===== src/sv/blpg_pkg.sv =====
// ----------------------------------------------------------------------------
// blpg_pkg: shared types and constants for the line pixel generator
// Coordinate widths, request/response payloads, the classified command
// passed from the front end to the back end, and register indexes.
// ----------------------------------------------------------------------------
package blpg_pkg;

  // Coordinate and size widths
  localparam int COORD_BITS = 12;
  localparam int ERR_BITS   = COORD_BITS + 1;
  localparam int SIZE_BITS  = COORD_BITS + 1;
  localparam int COLOR_BITS = 32;

  // Configuration port
  localparam int CFG_INDEX_BITS = 2;
  localparam logic [CFG_INDEX_BITS-1:0] REG_IMAGE_WIDTH  = CFG_INDEX_BITS'(0);
  localparam logic [CFG_INDEX_BITS-1:0] REG_IMAGE_HEIGHT = CFG_INDEX_BITS'(1);
  localparam logic [SIZE_BITS-1:0] IMAGE_WIDTH_RESET  = SIZE_BITS'(640);
  localparam logic [SIZE_BITS-1:0] IMAGE_HEIGHT_RESET = SIZE_BITS'(480);

  // Request kinds
  localparam logic KIND_START = 1'b0;
  localparam logic KIND_STEP  = 1'b1;

  // Command queue between front and back
  localparam int FIFO_DEPTH      = 2;
  localparam int FIFO_PTR_BITS   = (FIFO_DEPTH > 1) ? $clog2(FIFO_DEPTH) : 1;
  localparam int FIFO_COUNT_BITS = $clog2(FIFO_DEPTH + 1);

  typedef logic [COORD_BITS-1:0] coord_t;
  typedef logic [SIZE_BITS-1:0]  size_t;
  typedef logic [ERR_BITS-1:0]   err_t;
  typedef logic [COLOR_BITS-1:0] color_t;

  typedef enum logic [1:0] {
    OP_REJECT,
    OP_START,
    OP_STEP
  } cmd_op_t;

  typedef struct packed {
    logic   kind;
    coord_t start_x;
    coord_t start_y;
    coord_t end_x;
    coord_t end_y;
    color_t line_color;
  } req_t;

  typedef struct packed {
    logic   pixel_valid;
    coord_t pixel_x;
    coord_t pixel_y;
    color_t pixel_color;
    logic   last_pixel;
  } rsp_t;

  // Classified request: a start carries the line setup, ready to run
  typedef struct packed {
    cmd_op_t op;
    coord_t  x;
    coord_t  y;
    coord_t  major;
    coord_t  minor;
    logic    x_major;
    logic    x_neg;
    logic    y_neg;
    color_t  color;
  } cmd_t;

endpackage


===== src/sv/bresenham_line_pixel_generator.sv =====
// ----------------------------------------------------------------------------
// bresenham_line_pixel_generator: Bresenham line rasterizer
// Start requests load a line, step requests return its pixels one by one.
// ----------------------------------------------------------------------------
// Every request returns exactly one response. A start request (kind 0) is
// checked against image_width/image_height: if any endpoint lies outside, the
// response has pixel_valid 0 and last_pixel 1; otherwise it carries the first
// pixel. Each step request (kind 1) returns the next pixel, last_pixel marking
// the final one; a step with no line in progress returns all zeros. The block
// takes one request per clock and returns one response per clock when the
// response side keeps up; an accepted request passes through the command
// queue and then the output register before its response appears (setup is
// combinational into the two-entry command queue, and the stepping engine's
// add, compare and update loads the output register). While responses stall,
// the queue and the output register hold three requests before the input
// stalls. Size registers are sampled when a line starts.
module bresenham_line_pixel_generator (
  input  logic                                clk,
  input  logic                                rst,
  input  logic                                cfg_valid,
  output logic                                cfg_ready,
  input  logic [blpg_pkg::CFG_INDEX_BITS-1:0] cfg_index,
  input  blpg_pkg::size_t                     cfg_data,
  input  logic                                req_valid,
  output logic                                req_ready,
  input  blpg_pkg::req_t                      req,
  output logic                                rsp_valid,
  input  logic                                rsp_ready,
  output blpg_pkg::rsp_t                      rsp
);

  logic           front_valid;
  logic           front_ready;
  blpg_pkg::cmd_t front_cmd;
  logic           back_valid;
  logic           back_ready;
  blpg_pkg::cmd_t back_cmd;

  // Intake and setup
  blpg_front u_front (
    .clk       (clk),
    .rst       (rst),
    .cfg_valid (cfg_valid),
    .cfg_ready (cfg_ready),
    .cfg_index (cfg_index),
    .cfg_data  (cfg_data),
    .req_valid (req_valid),
    .req_ready (req_ready),
    .req       (req),
    .cmd_valid (front_valid),
    .cmd_ready (front_ready),
    .cmd       (front_cmd)
  );

  // Command queue
  blpg_cmd_fifo u_fifo (
    .clk      (clk),
    .rst      (rst),
    .wr_valid (front_valid),
    .wr_ready (front_ready),
    .wr_data  (front_cmd),
    .rd_valid (back_valid),
    .rd_ready (back_ready),
    .rd_data  (back_cmd)
  );

  // Stepping engine
  blpg_back u_back (
    .clk       (clk),
    .rst       (rst),
    .cmd_valid (back_valid),
    .cmd_ready (back_ready),
    .cmd       (back_cmd),
    .rsp_valid (rsp_valid),
    .rsp_ready (rsp_ready),
    .rsp       (rsp)
  );

endmodule


===== src/sv/blpg_front.sv =====
// ----------------------------------------------------------------------------
// blpg_front: request intake and line setup
// Holds the image size registers, checks start endpoints against them and
// computes deltas, octant and axis, then pushes one command per request.
// ----------------------------------------------------------------------------
module blpg_front (
  input  logic                                clk,
  input  logic                                rst,
  input  logic                                cfg_valid,
  output logic                                cfg_ready,
  input  logic [blpg_pkg::CFG_INDEX_BITS-1:0] cfg_index,
  input  blpg_pkg::size_t                     cfg_data,
  input  logic                                req_valid,
  output logic                                req_ready,
  input  blpg_pkg::req_t                      req,
  output logic                                cmd_valid,
  input  logic                                cmd_ready,
  output blpg_pkg::cmd_t                      cmd
);

  blpg_pkg::size_t  image_width;
  blpg_pkg::size_t  image_height;
  blpg_pkg::coord_t dx;
  blpg_pkg::coord_t dy;
  logic             x_neg;
  logic             y_neg;
  logic             x_major;
  logic             outside;

  // Configuration registers
  assign cfg_ready = 1'b1;

  always_ff @(posedge clk) begin
    if (rst) begin
      image_width  <= blpg_pkg::IMAGE_WIDTH_RESET;
      image_height <= blpg_pkg::IMAGE_HEIGHT_RESET;
    end else if (cfg_valid) begin
      case (cfg_index)
        blpg_pkg::REG_IMAGE_WIDTH:  image_width  <= cfg_data;
        blpg_pkg::REG_IMAGE_HEIGHT: image_height <= cfg_data;
        default: ;
      endcase
    end
  end

  // Bounds check and delta setup
  always_comb begin
    outside = (blpg_pkg::size_t'(req.start_x) >= image_width)  ||
              (blpg_pkg::size_t'(req.end_x)   >= image_width)  ||
              (blpg_pkg::size_t'(req.start_y) >= image_height) ||
              (blpg_pkg::size_t'(req.end_y)   >= image_height);
    x_neg   = req.end_x < req.start_x;
    y_neg   = req.end_y < req.start_y;
    dx      = x_neg ? (req.start_x - req.end_x) : (req.end_x - req.start_x);
    dy      = y_neg ? (req.start_y - req.end_y) : (req.end_y - req.start_y);
    x_major = dx >= dy;
  end

  // Command build
  always_comb begin
    cmd.x       = req.start_x;
    cmd.y       = req.start_y;
    cmd.major   = x_major ? dx : dy;
    cmd.minor   = x_major ? dy : dx;
    cmd.x_major = x_major;
    cmd.x_neg   = x_neg;
    cmd.y_neg   = y_neg;
    cmd.color   = req.line_color;
    if (req.kind == blpg_pkg::KIND_STEP) begin
      cmd.op = blpg_pkg::OP_STEP;
    end else if (outside) begin
      cmd.op = blpg_pkg::OP_REJECT;
    end else begin
      cmd.op = blpg_pkg::OP_START;
    end
  end

  assign cmd_valid = req_valid;
  assign req_ready = cmd_ready;

endmodule


===== src/sv/blpg_cmd_fifo.sv =====
// ----------------------------------------------------------------------------
// blpg_cmd_fifo: command queue between front and back
// Small register queue; push and pop may happen in the same cycle.
// ----------------------------------------------------------------------------
module blpg_cmd_fifo (
  input  logic           clk,
  input  logic           rst,
  input  logic           wr_valid,
  output logic           wr_ready,
  input  blpg_pkg::cmd_t wr_data,
  output logic           rd_valid,
  input  logic           rd_ready,
  output blpg_pkg::cmd_t rd_data
);

  blpg_pkg::cmd_t                           entries [blpg_pkg::FIFO_DEPTH];
  logic [blpg_pkg::FIFO_PTR_BITS-1:0]       wr_ptr;
  logic [blpg_pkg::FIFO_PTR_BITS-1:0]       rd_ptr;
  logic [blpg_pkg::FIFO_COUNT_BITS-1:0]     count;
  logic                                     push;
  logic                                     pop;

  localparam logic [blpg_pkg::FIFO_PTR_BITS-1:0] LAST_PTR =
    blpg_pkg::FIFO_PTR_BITS'(blpg_pkg::FIFO_DEPTH - 1);
  localparam logic [blpg_pkg::FIFO_COUNT_BITS-1:0] FULL_COUNT =
    blpg_pkg::FIFO_COUNT_BITS'(blpg_pkg::FIFO_DEPTH);

  assign wr_ready = count != FULL_COUNT;
  assign rd_valid = count != '0;
  assign push     = wr_valid && wr_ready;
  assign pop      = rd_ready && rd_valid;
  assign rd_data  = entries[rd_ptr];

  // Storage
  always_ff @(posedge clk) begin
    if (push) begin
      entries[wr_ptr] <= wr_data;
    end
  end

  // Pointers and fill count
  always_ff @(posedge clk) begin
    if (rst) begin
      wr_ptr <= '0;
      rd_ptr <= '0;
      count  <= '0;
    end else begin
      if (push) begin
        wr_ptr <= (wr_ptr == LAST_PTR) ? '0 : wr_ptr + 1'b1;
      end
      if (pop) begin
        rd_ptr <= (rd_ptr == LAST_PTR) ? '0 : rd_ptr + 1'b1;
      end
      if (push && !pop) begin
        count <= count + 1'b1;
      end else if (pop && !push) begin
        count <= count - 1'b1;
      end
    end
  end

`ifndef ASSERT_OFF
  a_count_bound: assert property (@(posedge clk) disable iff (rst)
    count <= FULL_COUNT)
    else $error("command queue count exceeds depth");

  a_pop_drains: assert property (@(posedge clk) disable iff (rst)
    (pop && !push) |=> (count == $past(count) - 1'b1))
    else $error("command queue count did not drop on pop");
`endif

endmodule


===== src/sv/blpg_back.sv =====
// ----------------------------------------------------------------------------
// blpg_back: line stepping engine
// Runs one command per cycle, unless a response is stalled, against the line
// state (current point, error term, remaining count); loads the output register.
// ----------------------------------------------------------------------------
module blpg_back (
  input  logic           clk,
  input  logic           rst,
  input  logic           cmd_valid,
  output logic           cmd_ready,
  input  blpg_pkg::cmd_t cmd,
  output logic           rsp_valid,
  input  logic           rsp_ready,
  output blpg_pkg::rsp_t rsp
);

  // Line state
  logic              active,      active_next;
  blpg_pkg::coord_t  cur_x,       cur_x_next;
  blpg_pkg::coord_t  cur_y,       cur_y_next;
  blpg_pkg::err_t    err_acc,     err_acc_next;
  blpg_pkg::coord_t  major_delta, major_delta_next;
  blpg_pkg::coord_t  minor_delta, minor_delta_next;
  blpg_pkg::coord_t  pixels_left, pixels_left_next;
  logic              x_major_axis, x_major_axis_next;
  logic              x_negative,  x_negative_next;
  logic              y_negative,  y_negative_next;
  blpg_pkg::color_t  held_color,  held_color_next;
  blpg_pkg::rsp_t    rsp_next;

  // Advance inputs and results
  blpg_pkg::coord_t  src_x, src_y, src_major, src_minor;
  blpg_pkg::err_t    src_err;
  logic              src_axis, src_xn, src_yn;
  blpg_pkg::err_t    err_sum;
  logic              minor_step;
  blpg_pkg::err_t    adv_err;
  blpg_pkg::coord_t  adv_x, adv_y;
  blpg_pkg::coord_t  left_dec;
  logic              fire;

  function automatic blpg_pkg::coord_t move_coord(blpg_pkg::coord_t c, logic neg);
    return neg ? (c - 1'b1) : (c + 1'b1);
  endfunction

  assign cmd_ready = !rsp_valid || rsp_ready;
  assign fire      = cmd_valid && cmd_ready;
  assign left_dec  = pixels_left - 1'b1;

  // Operand select: a start runs its first advance from the new endpoint
  always_comb begin
    if (cmd.op == blpg_pkg::OP_START) begin
      src_x     = cmd.x;
      src_y     = cmd.y;
      src_major = cmd.major;
      src_minor = cmd.minor;
      src_err   = blpg_pkg::err_t'(cmd.major >> 1);
      src_axis  = cmd.x_major;
      src_xn    = cmd.x_neg;
      src_yn    = cmd.y_neg;
    end else begin
      src_x     = cur_x;
      src_y     = cur_y;
      src_major = major_delta;
      src_minor = minor_delta;
      src_err   = err_acc;
      src_axis  = x_major_axis;
      src_xn    = x_negative;
      src_yn    = y_negative;
    end
  end

  // One Bresenham step
  always_comb begin
    err_sum    = src_err + blpg_pkg::err_t'(src_minor);
    minor_step = err_sum >= blpg_pkg::err_t'(src_major);
    adv_err    = minor_step ? (err_sum - blpg_pkg::err_t'(src_major)) : err_sum;
    adv_x      = src_x;
    adv_y      = src_y;
    if (src_axis) begin
      adv_x = move_coord(src_x, src_xn);
      if (minor_step) begin
        adv_y = move_coord(src_y, src_yn);
      end
    end else begin
      adv_y = move_coord(src_y, src_yn);
      if (minor_step) begin
        adv_x = move_coord(src_x, src_xn);
      end
    end
  end

  // Command decode: next line state and response
  always_comb begin
    active_next       = active;
    cur_x_next        = cur_x;
    cur_y_next        = cur_y;
    err_acc_next      = err_acc;
    major_delta_next  = major_delta;
    minor_delta_next  = minor_delta;
    pixels_left_next  = pixels_left;
    x_major_axis_next = x_major_axis;
    x_negative_next   = x_negative;
    y_negative_next   = y_negative;
    held_color_next   = held_color;
    rsp_next          = '0;
    unique case (cmd.op)
      blpg_pkg::OP_REJECT: begin
        active_next         = 1'b0;
        pixels_left_next    = '0;
        rsp_next.last_pixel = 1'b1;
      end
      blpg_pkg::OP_START: begin
        cur_x_next           = adv_x;
        cur_y_next           = adv_y;
        err_acc_next         = adv_err;
        major_delta_next     = cmd.major;
        minor_delta_next     = cmd.minor;
        pixels_left_next     = cmd.major;
        x_major_axis_next    = cmd.x_major;
        x_negative_next      = cmd.x_neg;
        y_negative_next      = cmd.y_neg;
        held_color_next      = cmd.color;
        active_next          = cmd.major != '0;
        rsp_next.pixel_valid = 1'b1;
        rsp_next.pixel_x     = cmd.x;
        rsp_next.pixel_y     = cmd.y;
        rsp_next.pixel_color = cmd.color;
        rsp_next.last_pixel  = cmd.major == '0;
      end
      blpg_pkg::OP_STEP: begin
        // a step with no line in flight answers all zeros
        if (active) begin
          cur_x_next           = adv_x;
          cur_y_next           = adv_y;
          err_acc_next         = adv_err;
          pixels_left_next     = left_dec;
          active_next          = left_dec != '0;
          rsp_next.pixel_valid = 1'b1;
          rsp_next.pixel_x     = cur_x;
          rsp_next.pixel_y     = cur_y;
          rsp_next.pixel_color = held_color;
          rsp_next.last_pixel  = left_dec == '0;
        end
      end
      default: ;
    endcase
  end

  // Control state
  always_ff @(posedge clk) begin
    if (rst) begin
      active      <= 1'b0;
      pixels_left <= '0;
      rsp_valid   <= 1'b0;
    end else begin
      if (fire) begin
        active      <= active_next;
        pixels_left <= pixels_left_next;
      end
      if (fire) begin
        rsp_valid <= 1'b1;
      end else if (rsp_ready) begin
        rsp_valid <= 1'b0;
      end
    end
  end

  // Line payload and output register
  always_ff @(posedge clk) begin
    if (fire) begin
      cur_x        <= cur_x_next;
      cur_y        <= cur_y_next;
      err_acc      <= err_acc_next;
      major_delta  <= major_delta_next;
      minor_delta  <= minor_delta_next;
      x_major_axis <= x_major_axis_next;
      x_negative   <= x_negative_next;
      y_negative   <= y_negative_next;
      held_color   <= held_color_next;
      rsp          <= rsp_next;
    end
  end

`ifndef ASSERT_OFF
  a_active_has_pixels: assert property (@(posedge clk) disable iff (rst)
    active |-> (pixels_left != '0))
    else $error("line active with no pixels left");

  a_no_pixel_is_blank: assert property (@(posedge clk) disable iff (rst)
    (rsp_valid && !rsp.pixel_valid) |->
      (rsp.pixel_x == '0 && rsp.pixel_y == '0 && rsp.pixel_color == '0))
    else $error("response without pixel carries nonzero fields");
`endif

endmodule


===== config.mk =====
export PLATFORM = sky130hd
export DESIGN_NAME = bresenham_line_pixel_generator
export DESIGN_NICKNAME = d
export VERILOG_FILES = /design/src/sv/blpg_pkg.sv /design/src/sv/bresenham_line_pixel_generator.sv /design/src/sv/blpg_front.sv /design/src/sv/blpg_cmd_fifo.sv /design/src/sv/blpg_back.sv
export SDC_FILE = /design/constraint.sdc
export NUM_CORES = 1
export LEC_CHECK = 0
export ABC_AREA = 0
export BUFFER_PORTS_ARGS = -buffer_cell sky130_fd_sc_hd__buf_2
export CORE_MARGIN = 3
export CORE_UTILIZATION = 40
export CTS_BUF_LIST = sky130_fd_sc_hd__clkbuf_16
export CTS_CLUSTER_DIAMETER = 80
export CTS_CLUSTER_SIZE = 40
export DETAILED_ROUTE_END_ITERATION = 10
export MAX_ROUTING_LAYER = met4
export PLACE_DENSITY = 0.64
export SYNTH_ARGS = -nofsm -noshare
export SYNTH_HDL_FRONTEND = slang
export SYNTH_SLANG_ARGS = --single-unit

===== constraint.sdc =====
create_clock -name clk -period 14.5 [get_ports clk]
set_input_delay 2.9 -clock clk [delete_from_list [all_inputs] [get_ports clk]]
set_output_delay 2.9 -clock clk [all_outputs]
set_load 0.01 [all_outputs]

==> results.cfg <==
[cts]
post-cts-setup-buffers = 0
cts_sinks = 369
cts.clk_slew.worst_paths_ns = 0.10
hold_buffers = 0
worstSkewPairLatency_ns = 0.56
cts_root_buffer = clkbuf_16
cts_tree = built
numCtsBuffers = 22
h-tree-depth = 1
clockBufferDepth = 3
post_cts_resized = 0

[die]
core_um2 = 50400
dieHeight_um = 232
start_util_pct = 40.6
rows = 82
die_area_um2 = 53900
die_w_um = 232
top_level_ports = 162

[grt]
grt_antenna_before_repair = 3
first_global_vias = 14000
grt_use_total_pct = 18.4
grt-ovfl-total = 0
grt_pass1_wl_mm = 76.6
grt_max_degree = 76

[logic_synthesis]
synth_edf_count = 324
async_flop_share_pct = 0
synth_area_um2 = 20500
ys_ff_latch = 369
postSynthAreaPerCell_um2 = 11.1
synthCells = 1837
synth.top_cell.area_share_pct = 47.6
synth_top_cell_by_area = edfxtp_1
synthDistinctLibCells = 65
ys_warn_count = 0
synthesis.nets = 2104
ys_seq_area_share_pct = 52.0
yosys-top-cells-area = edfxtp_1, ha_1, dfxtp_1
synth_flop_cell = edfxtp_1

[routing]
ant_nets = 0
wl_per_cell_um = 18.5
met2WireLength_mm = 23.2
wirelength_mm = 49.1
drtPass1Iterations = 6
drtIter0Drc = 982
drc = 0
vias = 14200
routed.top_layer = met4
met1_length_mm = 22.4
viasPerCell = 5.33
dr_wl_met3_mm = 2.47

[sta]
rsz0062_at_grt = false
tns_ns = 0
clock-skew-final_ns = 0.0220
finalHoldViolations = 0
worst_pin_slew_ns = 1.03
setup_viol = 0
relSlewSlack_pct = 31.3
fin_crit_ns = 7.37
fin_crit_sh_pct = 50.8
maxClockFrequency_ghz = 0.136
maxSlewViolCount = 0

[power_and_ir_drop]
seq_power_share_pct = 31.2
p_clk_share_pct = 13.0
powerDensity_nw_per_um2 = 249
p_int_mw = 3.29
leakagePower_nw = 8.82
ir_worst_vdd_mv = 0.159
sw_frac_of_total_pct = 42.2
p_comb_share_pct = 55.8
switchingPower_mw = 2.40

[flow_run]
maxCapViolCount = 0

[critical_path]
slowest_delay_ns = 0.53
critical_path_class = input port to register
crit_path_end_kind = register
worstPathRequired_ns = 14.81
crit_slowest_cell = o21ai_2
arrival_ns = 7.68
critPathLaunch = req[44]
cp-start-kind = input port
crit_fanout = 16
crit_top_cell = inv_1
path_cells = buf_2 -> inv_1 -> ha_1 -> inv_1 -> fa_1 -> a21oi_1 -> o21ai_1 -> a2111oi_2 -> nor2_1 -> a31o_1 -> mux2i_1 -> inv_1 -> ha_1 -> a21o_1 -> a21o_1 -> a211oi_1 -> o21bai_1 -> a21oi_1 -> o21ai_2 -> buf_4 -> mux2_2

[layout]
utilization_pct = 45.3
area_delta_synth_final_pct = 11.6
multi_input_area_um2 = 9000
drive_above_1_share_pct = 15.1
regArea_um2 = 10600
num-fill-cells = 4655
nNetsFinal = 2235

[placed_design]
io_buffers = 160
dpl.hpwl_mm = 35.5
gp_congestion = 0.945

[hold_path]
hp-start = u_front.image_width[10]
worstHoldPathType = register to register

[run_status]
outcome = completed
==> worst max-delay path, delay by kind of cell <==
family                   cells  cell delay (ns)
buffers and inverters        5             0.70
AND/OR/NAND/NOR              1             0.10
multiplexers                 2             0.73
adder cells (fa/ha/maj)      3             0.89
AO/OA/AOI/OAI               10             2.34
==> per-layer routing <==
metal,track usage [%],up-vias
met2,30.1,323
li1,-,6926
met5,-,-
met4,3.85,0
met3,2.81,68
met1,24.3,6859
==> power by group through the flow <==
stage          sequential [mW]  combinational [mW]  clock (mW)
3_5_place_dp              1.80                3.14           0
3_3_place_gp              1.79                3.09           0
6_report                  1.77                3.18       0.741
2_1_floorplan             1.81                2.37           0
5_1_grt                   1.80                3.54       0.799
4_1_cts                   1.78                3.17       0.763
==> synth_stat cells (11+ instances only) <==
cell type  number
inv_1         155
xor2_1         27
nor2_1        107
mux2i_1        60
nand2_1       155
a211oi_1       11
o21ai_1        42
a21boi_0       26
nand3_1        14
and3_1         13
a21o_1         29
o21a_1         20
nand2b_1       11
edfxtp_1      324
a22oi_1        44
clkbuf_1       51
nor2b_1        60
nor3_1         29
ha_1          158
dfxtp_1        45
a21oi_1       106
o21ai_0        86
xnor2_1        41
or3_1          11
o211ai_1       13
mux2_2         65
a31oi_1        11
==> cells in the final DEF, fill, tap and decap left out, types with 12 or more instances in the layout <==
| master | Yosys | routed |
|---|---|---|
| edfxtp_1 | 324 | 324 |
| buf_2 | 8 | 160 |
| ha_1 | 158 | 157 |
| nand2_1 | 155 | 155 |
| inv_1 | 155 | 154 |
| a21oi_1 | 106 | 106 |
| nor2_1 | 107 | 104 |
| o21ai_0 | 86 | 86 |
| mux2_2 | 65 | 65 |
| mux2i_1 | 60 | 60 |
| nor2b_1 | 60 | 60 |
| a22oi_1 | 44 | 44 |
| dfxtp_1 | 45 | 44 |
| o21ai_1 | 42 | 41 |
| xnor2_1 | 41 | 41 |
| a21o_1 | 29 | 29 |
| nor3_1 | 29 | 28 |
| xor2_1 | 27 | 27 |
| a21boi_0 | 26 | 26 |
| clkbuf_16 | 0 | 24 |
| o21a_1 | 20 | 20 |
| buf_4 | 1 | 17 |
| nand3_1 | 14 | 14 |
| o211ai_1 | 13 | 13 |
| and3_1 | 13 | 12 |
==> logic make-up (layout without fill, tap and decap cells) <==
group,after synthesis,count (layout),synth area share [%]
AO/OA/AOI/OAI,431,431,13.2
XOR/XNOR,68,68,2.91
multiplexers,130,130,6.79
flip-flops,369,369,52.0
AND/OR/NAND/NOR,446,446,10.4
other,1,4,0.0183
adder cells (fa/ha/maj),166,166,10.4
buffers and inverters,226,373,4.29
==> sequential cells by signal, indices dropped and copies added, names as in the netlist, 13 cells and up, named ones only <==
signal / count
u_back.held_color: 32
u_front.image_height: 13
u_fifo.entries: 170
u_back.err_acc: 13
u_back.rsp: 58
u_front.image_width: 13
==> stage by stage <==
step	hold WS, ns	worst slack (ns)	std cells	area (um2)	total power [mW]
finish	0.460	7.13	2659	22800	5.69
CTS	0.463	7.17	2656	22800	5.72
global route	0.482	6.84	2659	22800	6.15
detailed placement	0.449	6.60	2616	22000	4.94
global placement	0.445	6.68	2616	22000	4.88
floorplan	0.436	7.44	1837	20500	4.18
==> final cells by class <==
cell class | count | share of cell area (%)
Clock inverter | 16 | 1.00
Tap cell | 672 | 3.68
Sequential cell | 369 | 46.6
Inverter | 156 | 2.57
Multi-Input combinational cell | 1242 | 39.4
Timing Repair Buffer | 177 | 4.07
Clock buffer | 24 | 2.63
Antenna cell | 3 | 0.0329
==> path summary, 6_finish.rpt <==
check | endpoint | slack, ns | cells past startpoint
min reg2reg | u_front.image_width[10] | 0.46 | 2
max | u_fifo.entries[0][55] | 7.13 | 21
max reg2reg | u_back.err_acc[7] | 7.59 | 18
min | u_front.image_width[10] | 0.46 | 2
Power figures use the tool's default switching activity.
